==> config.mk <==
export PLATFORM = sky130hd
export DESIGN_NAME = fir_convolution_correlation_unit
export DESIGN_NICKNAME = d
export VERILOG_FILES = /design/src/fcc_pkg.sv /design/src/fir_convolution_correlation_unit.sv /design/src/fcc_ram.sv
export SDC_FILE = /design/constraint.sdc
export NUM_CORES = 2
export LEC_CHECK = 0
export BUFFER_PORTS_ARGS = -buffer_cell sky130_fd_sc_hd__buf_2
export CAP_MARGIN = 20
export CORE_UTILIZATION = 34
export CTS_CLUSTER_SIZE = 16
export DETAILED_ROUTE_END_ITERATION = 8
export SLEW_MARGIN = 25
export SYNTH_ARGS = -nofsm -noshare
export SYNTH_HDL_FRONTEND = slang
export SYNTH_SLANG_ARGS = --single-unit
export TNS_END_PERCENT = 1
==> constraint.sdc <==
create_clock -name clk -period 13.2 [get_ports clk]
set_input_delay 0.66 -clock clk [delete_from_list [all_inputs] [get_ports clk]]
set_output_delay 0.66 -clock clk [all_outputs]
set_load 0.01 [all_outputs]
==> src/fcc_pkg.sv <==
// fcc_pkg: shared types and constants of the fir convolution / correlation unit
// holds item mode codes, register indexes, result width and the sequencer state type
// no dependencies
package fcc_pkg;

    localparam int SUM_BITS     = 38;
    localparam int CFG_IDX_BITS = 1;

    localparam logic signed [SUM_BITS-1:0] SUM_MAX = {1'b0, {(SUM_BITS-1){1'b1}}};
    localparam logic signed [SUM_BITS-1:0] SUM_MIN = {1'b1, {(SUM_BITS-1){1'b0}}};

    typedef enum logic [1:0] {
        MODE_TAP    = 2'd0,
        MODE_SAMPLE = 2'd1,
        MODE_FINISH = 2'd2,
        MODE_UNUSED = 2'd3
    } mode_t;

    localparam logic [CFG_IDX_BITS-1:0] REG_PATCH_LENGTH = 1'd0;
    localparam logic [CFG_IDX_BITS-1:0] REG_CORRELATE    = 1'd1;

    typedef enum logic [1:0] {
        S_IDLE,
        S_RUN,
        S_WAIT
    } state_t;

endpackage

==> src/fir_convolution_correlation_unit.sv <==
// fir_convolution_correlation_unit: direct-form convolution / cross-correlation
// of a sample stream with a stored patch; depends on fcc_pkg and fcc_ram
//
// Usage
//   input channel (in_valid / in_stall): one word carries mode, tap_index and value.
//     load tap writes the tap store and gives no result; a sample gives one result;
//     finish gives P-1 flushed results, the final one with last set, then the delay
//     line reads as zero again. An unused mode is taken and dropped.
//   output channel (out_valid / out_stall): sum (Q8.30, 38 bits) and last.
//   cfg port: cfg_we writes patch_length (index 0) or correlate (index 1); write
//     only while the unit is idle.
// Timing
//   a sample walks the taps (P = taps in use) with one multiply-accumulate, one read of
//   the tap ram and the delay ram per cycle, then a multiply stage, an accumulate stage
//   and the output load; flushed results follow each other in the same way. The next
//   item is accepted only after the output load. A tap load or unused word is taken
//   without a stall.
//   in_stall is high while a sum is being computed; a finished word waits in the
//   output register while the next item is accepted and computed. If the receiver
//   stalls, the next sum waits in the accumulator until the output register frees.
// Reset
//   clears the control state and the delay line fill count (delay line reads as
//   zero), patch_length = 1, correlate = 0. Tap store contents are undefined until
//   written; no clearing pass is needed.
module fir_convolution_correlation_unit #(
    parameter int MAX_TAPS    = 64,
    parameter int SAMPLE_BITS = 16
) (
    input  logic                                          clk,
    input  logic                                          rst_n,
    input  logic                                          in_valid,
    output logic                                          in_stall,
    input  logic [1:0]                                    mode,
    input  logic [$clog2(MAX_TAPS)-1:0]                   tap_index,
    input  logic signed [SAMPLE_BITS-1:0]                 value,
    output logic                                          out_valid,
    input  logic                                          out_stall,
    output logic signed [fcc_pkg::SUM_BITS-1:0]           sum,
    output logic                                          last,
    input  logic                                          cfg_we,
    input  logic [fcc_pkg::CFG_IDX_BITS-1:0]              cfg_index,
    input  logic [$clog2(MAX_TAPS+1)-1:0]                 cfg_data
);

    import fcc_pkg::*;

    localparam int AW   = $clog2(MAX_TAPS);
    localparam int PW   = $clog2(MAX_TAPS + 1);
    localparam int SB   = SAMPLE_BITS;
    localparam int ACCW = 2 * SB + AW;
    localparam int SATW = (ACCW > SUM_BITS) ? ACCW : SUM_BITS;

    state_t                 state_reg, state_next;
    logic [PW-1:0]          patch_length_reg, patch_length_next;
    logic                   correlate_reg, correlate_next;
    logic [AW-1:0]          wp_reg, wp_next;
    logic [PW-1:0]          fill_reg, fill_next;
    logic [AW-1:0]          j_reg, j_next;
    logic                   flushing_reg, flushing_next;
    logic [AW-1:0]          flush_cnt_reg, flush_cnt_next;
    logic                   rd_v_reg, rd_last_reg, rd_dvalid_reg;
    logic                   mul_v_reg, mul_last_reg;
    logic signed [2*SB-1:0] mul_reg;
    logic signed [ACCW-1:0] acc_reg, acc_next;
    logic                   done_reg, done_next;
    logic                   out_valid_reg, out_valid_next;
    logic signed [SUM_BITS-1:0] sum_reg, sum_next;
    logic                   last_reg, last_next;

    logic                   in_accept;
    logic                   out_load;
    logic [PW-1:0]          p_eff;
    logic [AW-1:0]          p_minus1;
    logic [AW-1:0]          d_idx;
    logic [AW-1:0]          dl_raddr;
    logic                   d_valid;
    logic [AW-1:0]          wp_inc;
    logic [PW-1:0]          fill_inc;
    logic                   dl_we;
    logic [SB-1:0]          dl_wdata;
    logic [SB-1:0]          dl_rdata;
    logic                   tap_we;
    logic [SB-1:0]          tap_rdata;
    logic signed [SB-1:0]   smp_op;
    logic signed [SATW-1:0] acc_ext;
    logic signed [SUM_BITS-1:0] acc_sat;

    fcc_ram #(
        .WIDTH (SB),
        .DEPTH (MAX_TAPS)
    ) u_tap_ram (
        .clk   (clk),
        .we    (tap_we),
        .waddr (tap_index),
        .wdata (value),
        .raddr (j_reg),
        .rdata (tap_rdata)
    );

    fcc_ram #(
        .WIDTH (SB),
        .DEPTH (MAX_TAPS)
    ) u_delay_ram (
        .clk   (clk),
        .we    (dl_we),
        .waddr (wp_inc),
        .wdata (dl_wdata),
        .raddr (dl_raddr),
        .rdata (dl_rdata)
    );

    assign in_stall  = (state_reg != S_IDLE);
    assign in_accept = in_valid && !in_stall;
    assign out_valid = out_valid_reg;
    assign sum       = sum_reg;
    assign last      = last_reg;

    assign tap_we = in_accept && (mode_t'(mode) == MODE_TAP)
                    && ((AW + 1)'(tap_index) < (AW + 1)'(MAX_TAPS));

    // taps in use, zero reads as one and oversize as the full store
    always_comb
    begin
        if (patch_length_reg == '0)
        begin
            p_eff = PW'(1);
        end
        else if (patch_length_reg > PW'(MAX_TAPS))
        begin
            p_eff = PW'(MAX_TAPS);
        end
        else
        begin
            p_eff = patch_length_reg;
        end
    end

    assign p_minus1 = AW'(p_eff - PW'(1));
    assign d_idx    = correlate_reg ? (p_minus1 - j_reg) : j_reg;
    assign d_valid  = (PW'(d_idx) < fill_reg);

    // circular delay line, wp_reg holds the newest sample
    always_comb
    begin
        if (wp_reg >= d_idx)
        begin
            dl_raddr = wp_reg - d_idx;
        end
        else
        begin
            dl_raddr = AW'((AW + 1)'(wp_reg) + (AW + 1)'(MAX_TAPS) - (AW + 1)'(d_idx));
        end
    end

    assign wp_inc   = (wp_reg == AW'(MAX_TAPS - 1)) ? '0 : wp_reg + AW'(1);
    assign fill_inc = (fill_reg == PW'(MAX_TAPS)) ? fill_reg : fill_reg + PW'(1);

    assign smp_op  = rd_dvalid_reg ? signed'(dl_rdata) : '0;
    assign acc_ext = SATW'(acc_reg);

    always_comb
    begin
        if (acc_ext > SATW'(SUM_MAX))
        begin
            acc_sat = SUM_MAX;
        end
        else if (acc_ext < SATW'(SUM_MIN))
        begin
            acc_sat = SUM_MIN;
        end
        else
        begin
            acc_sat = SUM_BITS'(acc_ext);
        end
    end

    assign out_load = (state_reg == S_WAIT) && done_reg && (!out_valid_reg || !out_stall);

    always_comb
    begin
        state_next        = state_reg;
        patch_length_next = patch_length_reg;
        correlate_next    = correlate_reg;
        wp_next           = wp_reg;
        fill_next         = fill_reg;
        j_next            = j_reg;
        flushing_next     = flushing_reg;
        flush_cnt_next    = flush_cnt_reg;
        acc_next          = acc_reg;
        done_next         = done_reg;
        out_valid_next    = out_valid_reg && out_stall;
        sum_next          = sum_reg;
        last_next         = last_reg;
        dl_we             = 1'b0;
        dl_wdata          = '0;

        if (cfg_we)
        begin
            case (cfg_index)
                REG_PATCH_LENGTH: patch_length_next = cfg_data;
                REG_CORRELATE:    correlate_next    = cfg_data[0];
                default:          ;
            endcase
        end

        if (mul_v_reg)
        begin
            acc_next = acc_reg + ACCW'(mul_reg);
            if (mul_last_reg)
            begin
                done_next = 1'b1;
            end
        end

        case (state_reg)
            S_IDLE:
            begin
                if (in_accept)
                begin
                    case (mode_t'(mode))
                        MODE_SAMPLE:
                        begin
                            dl_we      = 1'b1;
                            dl_wdata   = value;
                            wp_next    = wp_inc;
                            fill_next  = fill_inc;
                            j_next     = '0;
                            acc_next   = '0;
                            done_next  = 1'b0;
                            state_next = S_RUN;
                        end
                        MODE_FINISH:
                        begin
                            if (p_eff == PW'(1))
                            begin
                                fill_next = '0;
                            end
                            else
                            begin
                                dl_we          = 1'b1;
                                wp_next        = wp_inc;
                                fill_next      = fill_inc;
                                flushing_next  = 1'b1;
                                flush_cnt_next = p_minus1 - AW'(1);
                                j_next         = '0;
                                acc_next       = '0;
                                done_next      = 1'b0;
                                state_next     = S_RUN;
                            end
                        end
                        default: ;
                    endcase
                end
            end
            S_RUN:
            begin
                if (j_reg == p_minus1)
                begin
                    state_next = S_WAIT;
                end
                else
                begin
                    j_next = j_reg + AW'(1);
                end
            end
            S_WAIT:
            begin
                if (out_load)
                begin
                    out_valid_next = 1'b1;
                    sum_next       = acc_sat;
                    last_next      = flushing_reg && (flush_cnt_reg == '0);
                    done_next      = 1'b0;
                    if (flushing_reg && (flush_cnt_reg != '0))
                    begin
                        // next flushed zero sample
                        dl_we          = 1'b1;
                        wp_next        = wp_inc;
                        fill_next      = fill_inc;
                        flush_cnt_next = flush_cnt_reg - AW'(1);
                        j_next         = '0;
                        acc_next       = '0;
                        state_next     = S_RUN;
                    end
                    else
                    begin
                        if (flushing_reg)
                        begin
                            fill_next     = '0;
                            flushing_next = 1'b0;
                        end
                        state_next = S_IDLE;
                    end
                end
            end
            default:
            begin
                state_next = S_IDLE;
            end
        endcase
    end

    always_ff @(posedge clk or negedge rst_n)
    begin
        if (!rst_n)
        begin
            state_reg <= S_IDLE;
        end
        else
        begin
            state_reg <= state_next;
        end
    end

    always_ff @(posedge clk or negedge rst_n)
    begin
        if (!rst_n)
        begin
            patch_length_reg <= PW'(1);
            correlate_reg    <= 1'b0;
            wp_reg           <= '0;
            fill_reg         <= '0;
            j_reg            <= '0;
            flushing_reg     <= 1'b0;
            flush_cnt_reg    <= '0;
            rd_v_reg         <= 1'b0;
            rd_last_reg      <= 1'b0;
            mul_v_reg        <= 1'b0;
            mul_last_reg     <= 1'b0;
            done_reg         <= 1'b0;
            out_valid_reg    <= 1'b0;
        end
        else
        begin
            patch_length_reg <= patch_length_next;
            correlate_reg    <= correlate_next;
            wp_reg           <= wp_next;
            fill_reg         <= fill_next;
            j_reg            <= j_next;
            flushing_reg     <= flushing_next;
            flush_cnt_reg    <= flush_cnt_next;
            rd_v_reg         <= (state_reg == S_RUN);
            rd_last_reg      <= (state_reg == S_RUN) && (j_reg == p_minus1);
            mul_v_reg        <= rd_v_reg;
            mul_last_reg     <= rd_v_reg && rd_last_reg;
            done_reg         <= done_next;
            out_valid_reg    <= out_valid_next;
        end
    end

    always_ff @(posedge clk)
    begin
        rd_dvalid_reg <= d_valid;
        mul_reg       <= signed'(tap_rdata) * smp_op;
        acc_reg       <= acc_next;
        sum_reg       <= sum_next;
        last_reg      <= last_next;
    end

    // input is taken only with the multiply-accumulate pipeline empty
    a_idle_drained: assert property (@(posedge clk) disable iff (!rst_n)
        (state_reg == S_IDLE) |-> (!rd_v_reg && !mul_v_reg && !done_reg))
        else $error("pipeline busy while accepting input");

    // a finished sum only waits in the wait state
    a_done_in_wait: assert property (@(posedge clk) disable iff (!rst_n)
        done_reg |-> (state_reg == S_WAIT))
        else $error("sum finished outside wait state");

    // the fill count never runs past the delay line depth
    a_fill_bound: assert property (@(posedge clk) disable iff (!rst_n)
        fill_reg <= PW'(MAX_TAPS))
        else $error("delay line fill count overflow");

    // after the final flushed word the delay line reads as zero
    a_last_clears: assert property (@(posedge clk) disable iff (!rst_n)
        (out_load && last_next) |=> (fill_reg == '0 && !flushing_reg && state_reg == S_IDLE))
        else $error("delay line not cleared after last word");

endmodule

==> src/fcc_ram.sv <==
// fcc_ram: generic single-write, single-read synchronous ram with registered read data
// used for the tap store and the delay line; no dependencies
module fcc_ram #(
    parameter int WIDTH = 16,
    parameter int DEPTH = 64
) (
    input  logic                     clk,
    input  logic                     we,
    input  logic [$clog2(DEPTH)-1:0] waddr,
    input  logic [WIDTH-1:0]         wdata,
    input  logic [$clog2(DEPTH)-1:0] raddr,
    output logic [WIDTH-1:0]         rdata
);

    logic [WIDTH-1:0] mem [DEPTH];

    always_ff @(posedge clk)
    begin
        if (we)
        begin
            mem[waddr] <= wdata;
        end
        rdata <= mem[raddr];
    end

endmodule
* Word level (Yosys, flattened, before mapping)
Memory sizes are Yosys's and may differ from the RTL's. A register that Yosys moved wholly into a read port is not among the register bits. Cells that the tools add are included.
Storage, ports and cells: flip-flop bits (word level) 152, bits in writable memories 2048, input bits 37, output and inout bits 41, logic and storage cells 164, memories kept 2
Memories:
- u_delay_ram.mem | depth 64, width 16, read ports 1, clocked after memory_dff 1, write ports 1, RTL line fcc_ram.sv:15 | logic [WIDTH-1:0] mem [DEPTH];
- u_tap_ram.mem | depth 64, width 16, read ports 1, clocked after memory_dff 1, write ports 1, RTL line fcc_ram.sv:15
Cells by class: $add $sub $neg 11, $mul 1, $lt $le $gt $ge 5, equal/unequal tests 19, muxes and demuxes 76, bitwise operators 1, reductions and logical operators 30
Operator list (number):
- $mux 38 | 6
- $pmux 38 s2 | 2
- $mux 6 | 17
- $mux 16 | 4
- $mux 7 | 8
- $pmux 6 s2 | 4
- $add 38x32->38 | 1
- $gt 38x38->1 const B | 1
- $lt 38x38->1 const B | 1
- $mul 16x16->32 | 1
- $pmux 7 s2 | 2
- $mux 1 | 21
- $add 6x1->6 const B | 3
- $pmux 6 s3 | 1
- $reduce_and 6->1 | 3
- $sub 6x1->6 const B | 3
- $sub 6x6->6 | 3
- $ne 2x2->1 const B | 5
- $pmux 1 s2 | 5
- $reduce_and 5->1 | 2
- $logic_and 1x1->1 | 9
- $mux 2 | 4
- $add 7x1->7 const B | 1
- $eq 7x1->1 const B | 1
- other kinds (25) | 35

* Logic depth before layout (Yosys ltp)
word-level depth 10, depth in mapped cells 25, gate-level depth less buffers 23

* Hierarchy
A second synthesis with hierarchy kept.
Unflattened totals: cells, all modules 5599, area total of the unflattened synthesis 98286.8 sq um
By module, submodules not included:
- fcc_ram at u_tap_ram | times used 1, cells each 1829, area each 40042.2 sq um
- fcc_ram at u_delay_ram | times used 1, cells each 1829, area each 40039.7 sq um
- fir_convolution_correlation_unit | times used 1, cells each 1941, area each 18205.0 sq um

* Least setup slack after synthesis
No wires, ideal clock.
path type reg-to-reg, from register rd_dvalid_reg, to register mul_reg[31], arrival time 6181 ps, required time 13078 ps, slack 6897 ps, cell stages (with the launch flop) 26, buffers on the path 2, period minus slack after synthesis 6303 ps, path through dfxtp_1 clkbuf_1 and2_0 clkbuf_1 nand2_1 fa_1 inv_1 fa_1 inv_1 fa_1 inv_1 fa_1 fa_1 inv_1 fa_1 inv_1 ha_1 nand4_1 inv_1 and3_1 o211ai_1 a211oi_1 o2111ai_1 a31oi_1 nor4_1 a311o_1
Between the ends: word-level cells in the longest chain between the ends 2
RTL lines:
- from (decl) | RTL line fir_convolution_correlation_unit.sv:61 | logic rd_v_reg, rd_last_reg, rd_dvalid_reg;
- from (signal assigned) | RTL line fir_convolution_correlation_unit.sv:353 | rd_dvalid_reg <= d_valid;
- $mux 16 | RTL line fir_convolution_correlation_unit.sv:158 | assign smp_op = rd_dvalid_reg ? signed'(dl_rdata) : '0;
- $mul 16x16->32 | RTL line fir_convolution_correlation_unit.sv:354 | mul_reg <= signed'(tap_rdata) * smp_op;
- to (signal assigned) | RTL line fir_convolution_correlation_unit.sv:354
- to (decl) | RTL line fir_convolution_correlation_unit.sv:63 | logic signed [2*SB-1:0] mul_reg;
No other way between the ends. A chain may end at the register's enable or synchronous reset.

* Final worst setup path
Same ends and word-level chain as after synthesis.

==> metrics <==
Core Area=between 200000 and 300000 sq um; first-pass GRT wire length=about 340000 um; vias per inst=5.186; Vias=slightly below 50000; Detailed Route WL=roughly 230000 um; GRT Total Usage=0.1612; die height=about 540 um; EDFF count, synth=roughly 2100; max_slew headroom=0.2945; synthesized instance count=slightly above 5000; grt total ovfl=0; CTS clock-pin slew for the worst setup and hold paths=about 0.060 ns; DIE AREA=roughly 290000 sq um; signal arrival time at the worst endpoint=8.69 ns; worst-case reg-to-reg path depth=24; nets=5761; clock sinks=around 2200; initial antenna violation count=17; fmax=approximately 0.13 GHz; Commonest cells post-synth=edfxtp_1 (2087), mux4_2 (656), inv_1 (318); slew at the pin closest to its max-slew limit=between 1 and 1.5 ns; final setup TNS=0 ns; fin crit share=0.6049; layout cell share with drive strength beyond 1=0.2426; FILL cells=roughly 25000; vias in the first global route=around 49000; Worst Hold Depth=2; Distinct cells, synth=just under 80; Crit Path Class=flip-flop to flip-flop; # DRC=0; Setup crit end kind=flip-flop; Max stage delay on crit path=between 0.7 and 0.8 ns; Mapped Area=between 90000 and 100000 sq um; drt first pass iters=5; share of the synthesized area in the top cell type=0.6467; CTS H-tree depth=4; DRT iter0 DRCs=a little over 5000; reg2reg start=rd_dvalid_reg; post-route ant nets=0; total CTS buffers=between 200 and 250; Ys Warns=0; largest net degree at the start of global routing=roughly 140; Syn Nets=about 5500; I/O Pins=78; crit path launch type=flip-flop; worst reg2reg setup slack=around 5.2 ns; final setup vio count=0; Bufs on Longest Clock Path=3; Post-CTS Resized=0; detailed placement HPWL=roughly 140000 um; # port buffers=a little under 80; hold endpoint=patch_length_reg[5]; Avg WL per Cell=about 25 um; sequential-to-total area share from yosys stat=0.6789; CP max-delay cell=and2_0; Worst Hold Class=input port to flip-flop; count leader, synth=edfxtp_1; RSZ-0062 raised after global routing=no; Crit Path Max Fanout=96; Clk Latency, worst-skew pair=approximately 0.90 ns; Post-synth ARST share=0.01882; Mapped Avg Cell Area=roughly 19 sq um; Root Driver=clkbuf_16; Critical Path RT=13.91 ns; main flop type after synthesis=edfxtp_1; Largest regs=u_delay_ram.mem x1024, u_tap_ram.mem x1024; Die X=approximately 540 um; worst-path cell chain=buf_4, and2_0, nand2_1, fa_1, inv_1, fa_1, inv_1, fa_1, inv_1, fa_1, fa_1, inv_1, fa_1, inv_1, ha_1, nand4_1, inv_1, and3_1, o211ai_1, a211oi_1, o2111ai_1, a31oi_1, nor4_1, a311o_1; final hold vios=0; Area growth syn-to-layout=13.57%; synth top area cells=edfxtp_1 (65%), mux4_2 (15%), fa_1 (5.5%), dfxtp_1 (2.1%), ha_1 (1.9%); Worst Path Buf+Inv=7; # rows=195; status=complete, no violations; Initial Util=0.3427; delay-heaviest family, CP=adder cells; Tmin final=around 8.0 ns; MaxCap Viol Count=0; CTS tree=yes; hold_sp=cfg_data[5]; Clock Skew=between 0.09 and 0.1 ns; Yosys reg bits=~2200; final slew viol count=0; Synth area leader=edfxtp_1; GP Congestion=approximately 0.8; reg2reg end=mul_reg[31]
## worst register-to-register path, stage by stage (launching register included)
cell	delay [ns]
dfxtp_4	0.61
buf_4	0.69
and2_0	0.77
nand2_1	0.16
fa_1	0.52
inv_1	0.06
fa_1	0.50
inv_1	0.06
fa_1	0.54
inv_1	0.05
fa_1	0.46
fa_1	0.51
inv_1	0.05
fa_1	0.47
inv_1	0.04
ha_1	0.36
nand4_1	0.14
inv_1	0.09
and3_1	0.19
o211ai_1	0.20
a211oi_1	0.42
o2111ai_1	0.28
a31oi_1	0.29
nor4_1	0.08
a311o_1	0.32
## cells in the final DEF (no fill, tap or decap), types with 9 or more instances in the layout
master        n
nand4_1      14
clkbuf_8     12
nor2_2       32
dfrtp_1      37
fa_1        264
buf_4       190
mux2i_1      73
o211ai_1     14
nor3_1       19
buf_2        78
a21oi_1      72
and2_1       13
ha_1        143
xnor2_1      61
bufinv_16    18
nand3_1      43
nor2b_1      11
a211oi_1     11
clkinv_2     34
o21a_1       10
and3_1      139
nand2b_1     14
dfxtp_1     102
mux2_2        9
nand2_1     198
or2_2        11
clkbuf_1     61
clkinv_16    13
xor2_1       18
edfxtp_1   2087
inv_1       317
clkinv_1     46
nor2_1      206
a31oi_1      15
o21ai_0      63
and2_2       14
mux4_2      656
a21o_1       41
clkbuf_16   226
## timing repair
item,in CTS,in global routing
endpoints found under the hold margin,47,0
buffers inserted,0,0
endpoints found under the setup margin,0,0
hold buffers,6,0
## worst max path at each step
stage                   to  cells past startpoint  slack (ns)          start
2_1_floorplan  mul_reg[31]                     25        6.90  rd_dvalid_reg
3_3_place_gp   mul_reg[31]                     24        5.39  rd_dvalid_reg
3_5_place_dp   mul_reg[31]                     24        5.34  rd_dvalid_reg
4_1_cts        mul_reg[31]                     24        5.28  rd_dvalid_reg
5_1_grt        mul_reg[31]                     24        4.75  rd_dvalid_reg
6_report       mul_reg[31]                     24        5.21  rd_dvalid_reg
## layer usage
layer,up-vias,global-route usage,wire [um]
li1,20420,-,-
met3,303,0.02473,14070
met2,1511,0.2678,115100
met1,25800,0.2220,97370
met5,-,0,27
met4,4,0.03928,4633
## cells by family after synthesis
kind of cell	Yosys count	share of synthesized area
AOI/OAI and AO/OA	282	0.01866
buffers and inverters	591	0.02360
adders and majority gates	409	0.07334
muxes	738	0.1611
and+or+nand+nor	750	0.03683
DFF	2232	0.6789
xor gates and xnor gates	83	0.007644
## per-stage QoR
step,utilization,setup slack [ns],hold WS [ns],instances,instance area (sq um)
5_1_grt,0.3891,4.748,0.08043,9256,110000
3_5_place_dp,0.3626,5.337,0.3867,8827,102500
3_3_place_gp,0.3625,5.390,0.3878,8826,102500
2_1_floorplan,-,6.897,0.3467,5085,96900
4_1_cts,0.3891,5.282,0.09114,9254,110000
6_report,0.3892,5.215,0.1153,9262,110000
## layout make-up
type                    instances  area [sq um]  share of cell area
diodes                          8         20.02           0.0001819
clock buffers                 299          6050             0.05497
clock inverters               122          1373             0.01247
inverters                     319          1200             0.01090
multi-input cells            2262         28990              0.2634
flip-flops and latches       2232         65800              0.5979
well taps                    3743          4683             0.04256
repair buffers                277          1937             0.01760
Power is not shown: default switching activity piles up to over one toggle a cycle in this logic, so the estimate is an artifact.
